**config.mk**
```make
export PLATFORM = sky130hd
export DESIGN_NAME = steering_pd_quadratic_gain_core
export DESIGN_NICKNAME = d
export VERILOG_FILES = /design/src/spdq_pkg.sv /design/src/spdq_ctrl.sv /design/src/spdq_dp.sv /design/src/steering_pd_quadratic_gain_core.sv
export SDC_FILE = /design/constraint.sdc
export NUM_CORES = 2
export LEC_CHECK = 0
export ABC_AREA = 1
export BUFFER_PORTS_ARGS = -buffer_cell sky130_fd_sc_hd__buf_2
export CORE_ASPECT_RATIO = 0.5
export CORE_MARGIN = 5
export CORE_UTILIZATION = 55
export DETAILED_ROUTE_END_ITERATION = 6
export HOLD_SLACK_MARGIN = 0.15
export PLACE_DENSITY = 0.71
export SYNTH_ARGS = -nofsm -noshare
export SYNTH_HDL_FRONTEND = slang
export SYNTH_HIERARCHICAL = 1
export SYNTH_SLANG_ARGS = --single-unit
```
**constraint.sdc**
```tcl
create_clock -name clk -period 22.3 [get_ports clk]
set_input_delay 5.575 -clock clk [delete_from_list [all_inputs] [get_ports clk]]
set_output_delay 5.575 -clock clk [all_outputs]
set_load 0.02 [all_outputs]
```
**src/spdq_pkg.sv**
```systemverilog
// Package for the steering PD controller with squared-error gain.
// Holds the controller states, the datapath command and status types and register indexes.
// No dependencies.
package spdq_pkg;

  localparam int CfgWidth = 16;
  localparam int CfgIndexWidth = 2;

  typedef enum logic [CfgIndexWidth-1:0] {
    REG_KP_BASE = 2'd0,
    REG_KP_DIV  = 2'd1,
    REG_KD      = 2'd2,
    REG_CENTER  = 2'd3
  } reg_index_t;

  typedef enum logic [3:0] {
    S_IDLE,
    S_MUL_KP,
    S_MUL_KD,
    S_ADD_SUM,
    S_MUL_DIV,
    S_MUL_SQ,
    S_MUL_CUBE,
    S_ADD_CUBE,
    S_DIV_INIT,
    S_DIV_STEP,
    S_FINISH,
    S_OUTPUT
  } state_t;

  typedef enum logic [2:0] {
    MUL_NONE,
    MUL_KP,
    MUL_KD,
    MUL_DIVS,
    MUL_SQ,
    MUL_CUBE
  } mul_op_t;

  typedef enum logic [1:0] {
    ACC_HOLD,
    ACC_LOAD,
    ACC_ADD
  } acc_op_t;

  typedef struct packed {
    logic    load;
    mul_op_t mul_op;
    acc_op_t acc_op;
    logic    div_init;
    logic    div_step;
    logic    finish;
    logic    out_load;
  } cmd_t;

  typedef struct packed {
    logic out_blocked;
  } status_t;

endpackage

```
**src/spdq_ctrl.sv**
```systemverilog
// Controller state machine for the steering PD controller.
// Sequences the shared multiplier, the accumulator and the serial divider.
// Depends on spdq_pkg.
module spdq_ctrl #(
  parameter int NUM_W = 48
) (
  input  logic             clk,
  input  logic             rst,
  input  logic             in_valid,
  output logic             in_ready,
  input  spdq_pkg::status_t status,
  output spdq_pkg::cmd_t   cmd
);
  import spdq_pkg::*;

  localparam int CW = $clog2(NUM_W);

  state_t        state;
  state_t        state_next;
  logic [CW-1:0] count;
  logic          count_done;

  assign count_done = (count == CW'(NUM_W - 1));

  always_ff @(posedge clk) begin
    if (rst) begin
      state <= S_IDLE;
      count <= '0;
    end else begin
      state <= state_next;
      if (state == S_DIV_STEP) begin
        count <= count + 1'b1;
      end else begin
        count <= '0;
      end
    end
  end

  always_comb begin
    state_next = state;
    unique case (state)
      S_IDLE:     if (in_valid) state_next = S_MUL_KP;
      S_MUL_KP:   state_next = S_MUL_KD;
      S_MUL_KD:   state_next = S_ADD_SUM;
      S_ADD_SUM:  state_next = S_MUL_DIV;
      S_MUL_DIV:  state_next = S_MUL_SQ;
      S_MUL_SQ:   state_next = S_MUL_CUBE;
      S_MUL_CUBE: state_next = S_ADD_CUBE;
      S_ADD_CUBE: state_next = S_DIV_INIT;
      S_DIV_INIT: state_next = S_DIV_STEP;
      S_DIV_STEP: if (count_done) state_next = S_FINISH;
      S_FINISH:   state_next = S_OUTPUT;
      S_OUTPUT:   if (!status.out_blocked) state_next = S_IDLE;
      default:    state_next = S_IDLE;
    endcase
  end

  always_comb begin
    cmd = '{load: 1'b0, mul_op: MUL_NONE, acc_op: ACC_HOLD, div_init: 1'b0,
            div_step: 1'b0, finish: 1'b0, out_load: 1'b0};
    in_ready = 1'b0;
    unique case (state)
      S_IDLE: begin
        in_ready = ~rst;
        cmd.load = in_valid & ~rst;
      end
      S_MUL_KP:   cmd.mul_op = MUL_KP;
      S_MUL_KD: begin
        cmd.mul_op = MUL_KD;
        cmd.acc_op = ACC_LOAD;
      end
      S_ADD_SUM:  cmd.acc_op = ACC_ADD;
      S_MUL_DIV:  cmd.mul_op = MUL_DIVS;
      S_MUL_SQ: begin
        cmd.mul_op = MUL_SQ;
        cmd.acc_op = ACC_LOAD;
      end
      S_MUL_CUBE: cmd.mul_op = MUL_CUBE;
      S_ADD_CUBE: cmd.acc_op = ACC_ADD;
      S_DIV_INIT: cmd.div_init = 1'b1;
      S_DIV_STEP: cmd.div_step = 1'b1;
      S_FINISH:   cmd.finish = 1'b1;
      S_OUTPUT:   cmd.out_load = !status.out_blocked;
      default: ;
    endcase
  end

endmodule

```
**src/spdq_dp.sv**
```systemverilog
// Datapath for the steering PD controller: error registers, shared multiplier,
// accumulator, restoring divider, saturation and the output register.
// Depends on spdq_pkg.
module spdq_dp #(
  parameter int POSITION_BITS = 12,
  parameter int NUM_W = 48
) (
  input  logic                         clk,
  input  logic                         rst,
  input  spdq_pkg::cmd_t               cmd,
  output spdq_pkg::status_t            status,
  input  logic [POSITION_BITS-1:0]     target,
  input  logic [POSITION_BITS-1:0]     measured,
  input  logic [spdq_pkg::CfgWidth-1:0] kp_base,
  input  logic [spdq_pkg::CfgWidth-1:0] divisor,
  input  logic [spdq_pkg::CfgWidth-1:0] kd,
  input  logic [spdq_pkg::CfgWidth-1:0] center,
  output logic                         out_valid,
  input  logic                         out_ready,
  output logic [31:0]                  steer,
  output logic                         saturated
);
  import spdq_pkg::*;

  localparam int E  = POSITION_BITS + 1;
  localparam int AW = (2 * E > POSITION_BITS + 19) ? 2 * E : POSITION_BITS + 19;
  localparam int BW = (E + 1 > CfgWidth + 1) ? E + 1 : CfgWidth + 1;
  localparam int PW = AW + BW;

  logic signed [E-1:0]     error_now;
  logic signed [E:0]       derr_now;
  logic signed [E-1:0]     prev_error;
  logic signed [E-1:0]     err;
  logic signed [E:0]       derr;
  logic signed [AW-1:0]    mul_a;
  logic signed [BW-1:0]    mul_b;
  logic signed [PW-1:0]    mul_p;
  logic signed [NUM_W-1:0] prod;
  logic signed [NUM_W-1:0] acc;
  logic [CfgWidth-1:0]     rem;
  logic [NUM_W-1:0]        mag;
  logic                    neg;
  logic signed [NUM_W:0]   diff;
  logic [CfgWidth:0]       rem_shift;
  logic                    rem_ge;
  logic [CfgWidth:0]       rem_sub;
  logic                    in_range;

  assign error_now = $signed({target[POSITION_BITS-1], target})
                   - $signed({measured[POSITION_BITS-1], measured});
  assign derr_now = $signed({error_now[E-1], error_now}) - $signed({prev_error[E-1], prev_error});

  always_comb begin
    unique case (cmd.mul_op)
      MUL_KP: begin
        mul_a = $signed({{(AW-CfgWidth){1'b0}}, kp_base});
        mul_b = $signed({{(BW-E){err[E-1]}}, err});
      end
      MUL_KD: begin
        mul_a = $signed({{(AW-CfgWidth){1'b0}}, kd});
        mul_b = $signed({{(BW-E-1){derr[E]}}, derr});
      end
      MUL_DIVS: begin
        mul_a = acc[AW-1:0];
        mul_b = $signed({{(BW-CfgWidth){1'b0}}, divisor});
      end
      MUL_SQ: begin
        mul_a = $signed({{(AW-E){err[E-1]}}, err});
        mul_b = $signed({{(BW-E){err[E-1]}}, err});
      end
      MUL_CUBE: begin
        mul_a = prod[AW-1:0];
        mul_b = $signed({{(BW-E){err[E-1]}}, err});
      end
      default: begin
        mul_a = '0;
        mul_b = '0;
      end
    endcase
  end

  assign mul_p = mul_a * mul_b;

  assign rem_shift = {rem, mag[NUM_W-1]};
  assign rem_ge    = (rem_shift >= {1'b0, divisor});
  assign rem_sub   = rem_shift - {1'b0, divisor};

  assign in_range = (&diff[NUM_W:31]) | ~(|diff[NUM_W:31]);

  assign status.out_blocked = out_valid & ~out_ready;

  always_ff @(posedge clk) begin
    if (rst) begin
      prev_error <= '0;
      out_valid  <= 1'b0;
    end else begin
      if (cmd.load) begin
        prev_error <= error_now;
      end
      if (cmd.out_load) begin
        out_valid <= 1'b1;
      end else if (out_ready) begin
        out_valid <= 1'b0;
      end
    end
  end

  always_ff @(posedge clk) begin
    if (cmd.load) begin
      err  <= error_now;
      derr <= derr_now;
    end
    if (cmd.mul_op != MUL_NONE) begin
      prod <= mul_p[NUM_W-1:0];
    end
    unique case (cmd.acc_op)
      ACC_LOAD: acc <= prod;
      ACC_ADD:  acc <= acc + prod;
      default: ;
    endcase
    if (cmd.div_init) begin
      mag <= acc[NUM_W-1] ? NUM_W'(-acc) : NUM_W'(acc);
      neg <= acc[NUM_W-1];
      rem <= '0;
    end else if (cmd.div_step) begin
      rem <= rem_ge ? rem_sub[CfgWidth-1:0] : rem_shift[CfgWidth-1:0];
      mag <= {mag[NUM_W-2:0], rem_ge};
    end
    if (cmd.finish) begin
      diff <= neg ? $signed({{(NUM_W+1-CfgWidth){1'b0}}, center}) + $signed({1'b0, mag})
                  : $signed({{(NUM_W+1-CfgWidth){1'b0}}, center}) - $signed({1'b0, mag});
    end
    if (cmd.out_load) begin
      saturated <= ~in_range;
      if (in_range) begin
        steer <= diff[31:0];
      end else if (diff[NUM_W]) begin
        steer <= 32'h8000_0000;
      end else begin
        steer <= 32'h7FFF_FFFF;
      end
    end
  end

endmodule

```
**src/steering_pd_quadratic_gain_core.sv**
```systemverilog
// Top level of the steering PD controller with squared-error gain.
// Holds the configuration registers and joins spdq_ctrl and spdq_dp.
// Depends on spdq_pkg, spdq_ctrl and spdq_dp.

// Each item gives a target and a measured position; the block returns one item
// with steer = center - (e^3 + kp_div*(kp_base*e + kd*de)) / kp_div, truncated
// toward zero and saturated to signed 32 bits, where e = target - measured and
// de is e minus the error of the previous item. A kp_div of zero acts as one.
// One item is processed at a time. After the steps on the single shared
// multiplier and accumulator, the restoring divider produces one quotient bit
// per cycle over the whole NUM_W-bit numerator, where NUM_W =
// max(3*POSITION_BITS, POSITION_BITS+34) + 2, that is 48 at POSITION_BITS = 12.
// A finished result waits in the output register while the next item is taken in.
module steering_pd_quadratic_gain_core #(
  parameter int POSITION_BITS = 12
) (
  input  logic                                  clk,
  input  logic                                  rst,
  input  logic                                  s_tvalid,
  output logic                                  s_tready,
  // target, measured, zero padding
  input  logic [((2*POSITION_BITS+7)/8)*8-1:0]  s_tdata,
  output logic                                  m_tvalid,
  input  logic                                  m_tready,
  // steer
  output logic [31:0]                           m_tdata,
  // saturated
  output logic                                  m_tuser,
  input  logic                                  cfg_we,
  input  logic [spdq_pkg::CfgIndexWidth-1:0]    cfg_index,
  input  logic [spdq_pkg::CfgWidth-1:0]         cfg_data
);
  import spdq_pkg::*;

  localparam int NUM_W = ((3 * POSITION_BITS > POSITION_BITS + 34) ?
                          3 * POSITION_BITS : POSITION_BITS + 34) + 2;

  logic [CfgWidth-1:0] kp_base;
  logic [CfgWidth-1:0] kp_div;
  logic [CfgWidth-1:0] kd;
  logic [CfgWidth-1:0] center;
  logic [CfgWidth-1:0] divisor;
  cmd_t                cmd;
  status_t             status;

  always_ff @(posedge clk) begin
    if (rst) begin
      kp_base <= 16'd257;
      kp_div  <= 16'd80;
      kd      <= 16'd360;
      center  <= 16'd0;
    end else if (cfg_we) begin
      unique case (reg_index_t'(cfg_index))
        REG_KP_BASE: kp_base <= cfg_data;
        REG_KP_DIV:  kp_div  <= cfg_data;
        REG_KD:      kd      <= cfg_data;
        REG_CENTER:  center  <= cfg_data;
        default: ;
      endcase
    end
  end

  assign divisor = (kp_div == '0) ? CfgWidth'(1) : kp_div;

  spdq_ctrl #(
    .NUM_W(NUM_W)
  ) u_ctrl (
    .clk      (clk),
    .rst      (rst),
    .in_valid (s_tvalid),
    .in_ready (s_tready),
    .status   (status),
    .cmd      (cmd)
  );

  spdq_dp #(
    .POSITION_BITS(POSITION_BITS),
    .NUM_W        (NUM_W)
  ) u_dp (
    .clk       (clk),
    .rst       (rst),
    .cmd       (cmd),
    .status    (status),
    .target    (s_tdata[POSITION_BITS-1:0]),
    .measured  (s_tdata[2*POSITION_BITS-1:POSITION_BITS]),
    .kp_base   (kp_base),
    .divisor   (divisor),
    .kd        (kd),
    .center    (center),
    .out_valid (m_tvalid),
    .out_ready (m_tready),
    .steer     (m_tdata),
    .saturated (m_tuser)
  );

endmodule
```
==> summary.txt <==
CP startpoint kind = input pin
VDD IR-drop max = 63.8 uV
Vias in the first global route = 35408
CTS sink cnt = 358
1st-pass router iterations = 6
Slowest Stage Delay on Critical Path = 480 ps
Avg Synthesized Cell Area = 7.88 um^2
Seq cells post-synth = 358
Core Box Area = 0.0770 mm^2
Status = completed
Area of the die = 0.0835 mm^2
Design Power = 5.62 mW
Grt ovf = 0
Tightest Hold Check Type = register to register
CP most frequent cell = buf_2
FFs w/ async S/R, synth = 0%
Synth Instances = 5407
CTS H-tree depth = 2
Die width = 404 um
Setup Skew = 30.0 ps
Final TNS setup = 0 ps
Starting Density = 55.3%
Most common cell after layout, fill and taps aside = nand2_1
Post-CTS setup buffers = 0
CTS tree = built
Fin Hold WS = 462 ps
Crit path capture type = output pin
Total track usage = 28.6%
Die H = 207 um
Routed wire length = 118000 um
Top Layer Used = met4
Detailed Route Iter0 Violations = 3189
DP Wirelength = 96200 um
Clk_lat worst skew = 590 ps
Placer Congestion = 0.949
Tmin final = 11920 ps
DR vias/cell = 5.52
RSZ-0062 raised after global routing = false
Detail Route Antenna Nets = 0
Fillers = 7083
Hold Vio Cnt, Final = 0
I/O Pins = 82
Post-Layout Cell Count = 6477
Worst setup path class = input pin to output pin
WP data arrival = 6340 ps
Post-CTS Hold Buffers = 0
Synth cell types = 67
Pleak = 22.3 nW
Final Max Tran Viols = 0
Mapped Nets = 6186
Slew margin rel. = 14.2%
Commonest cells after routing, fill and taps aside = nand2_1 (1095), inv_1 (1048), nor2_1 (605)
Setup violators final = 0
Port buffer count = 81
Share of cells above drive strength 1 = 7.13%
CTS buffer count = 39
Buffers & Inverters on Critical Path = 2
Post-synthesis sequential area ratio = 22.8%
Worst Path Required = 16730 ps
Max Cap Violations = 0
CTS resizes = 0
Met2 wire len = 50600 um
CTS Root Cell = clkbuf_16
Initial antenna violation count = 0
Number of synthesized flops with an enable pin = 254
Main synth FF type = edfxtp_1
CP Max Fanout = 29
Met1 wire length = 55200 um
Met3 WL = 9720 um
# DRC = 0
PwrDens = 124 mW/mm^2
Slew @ Worst Pin = 1280 ps
Largest net degree at the start of global routing = 55
First-pass GRT wire length = 190000 um
Via count = 35744
Nets = 6190
Yosys warning count = 6
Mapped Area = 0.0426 mm^2
Slowest CP cell = buf_2
CP top delay family = buffers and inverters
Utilization after layout = 58.9%
Reg clk slew, reported paths = 60 ps
WL per Instance = 18.3 um
Fmax = 83.9 MHz
Rows = 72
CP Cell Sequence = buf_2 -> nor2_1 -> buf_2
Bufs on Longest Clock Path = 3
Inst Count DP = 6406
Area Growth Syn to Fin = 6.43%
Antenna cells = 0
Period utilization = 53.4%
## power by group
part	switching [mW]	internal [mW]	leakage [nW]
clock	0.287	0.404	0.664
sequential	0.210	1.02	3.21
combinational	2.50	1.20	18.5
total	3.00	2.62	22.3
## worst reg2reg max path, delay by kind of cell (launching register included)
family | cells | cell delay (ps)
compound gates | 5 | 1340
xor+xnor | 1 | 110
fa+ha+maj | 7 | 3530
buf+inv | 9 | 2460
flops | 1 | 380
simple gates | 9 | 1610
## final cells by class
| class | count | area [um^2] | area share (%) |
|---|---|---|---|
| clock buffers | 46 | 1020 | 2.25 |
| inverters | 1082 | 4070 | 8.97 |
| flip-flops and latches | 358 | 9710 | 21.4 |
| multi-input cells | 3804 | 28200 | 62.1 |
| clock inverters | 25 | 348 | 0.767 |
| well taps | 1036 | 1300 | 2.86 |
| repair buffers | 126 | 743 | 1.64 |
## cell usage after synthesis (11+ instances only)
library cell     n  area (um^2)
nor4_1          27          169
nor2_1         606         2270
nor2_4          16          180
nor2_2          39          244
nand4_1         50          313
nand2_2         25          156
dfxtp_1        104         2080
inv_1         1050         3940
a21o_1          16          120
xnor2_1         69          604
fa_1           511        10200
o21ai_0        271         1360
nand3_2         11          110
xor2_1         119         1040
buf_2           44          220
a221oi_1        20          175
nand3_1        209         1050
nor3_1          37          185
edfxtp_1       254         7630
clkbuf_1        99          372
a31oi_1         48          300
o211ai_1        11         82.6
a21oi_1        211         1060
o21a_1          15          113
ha_1           221         2770
nand3b_1        27          203
inv_2           25         93.8
o21ai_1         20          100
or2_2           21          131
nand2_1       1096         4110
## path summary, 6_finish.rpt
kind / start / endpoint / slack [ps] / cells past startpoint
max reg2reg: u_ctrl/state[2]$_SDFFE_PP0P_ / u_dp/prod[46]$_DFFE_PP_ / 12600 / 31
min reg2reg: u_ctrl/count[0]$_SDFF_PP0_ / u_ctrl/count[0]$_SDFF_PP0_ / 460 / 1
min: u_ctrl/count[0]$_SDFF_PP0_ / u_ctrl/count[0]$_SDFF_PP0_ / 460 / 1
max: rst / s_tready / 10380 / 3
## through the flow
step / setup slack, ps / cell area, um^2
floorplan: 10860 / 42600
global placement: 10390 / 44000
detailed placement: 10380 / 44000
CTS: 10380 / 45400
global route: 10300 / 45400
finish: 10380 / 45400
## cell families after synthesis
kind of cell             Yosys count  synth area share (%)
flip-flops                       358                  22.8
buffers and inverters           1245                  11.3
adder cells (fa/ha/maj)          732                  30.5
AND/OR/NAND/NOR                 2205                  22.4
XOR/XNOR                         188                  3.86
AO/OA/AOI/OAI                    679                  9.20
## per-layer routing
layer | global-route usage [%] | vias up
met5 | 0 | -
met4 | 7.29 | 0
met3 | 3.57 | 216
met2 | 44.4 | 1388
met1 | 43.0 | 17215
li1 | - | 16925
## flip-flops by register name, indices dropped and copies added, names as in the netlist, 13 cells and up
register,cells
center,16
kd,16
kp_base,16
kp_div,16
u_dp/acc,48
u_dp/derr,14
u_dp/diff,49
u_dp/err,13
u_dp/mag,48
u_dp/prev_error,13
u_dp/prod,48
u_dp/rem,16
u_dp/steer,32
Note: power is estimated with default switching activity, not from simulation.
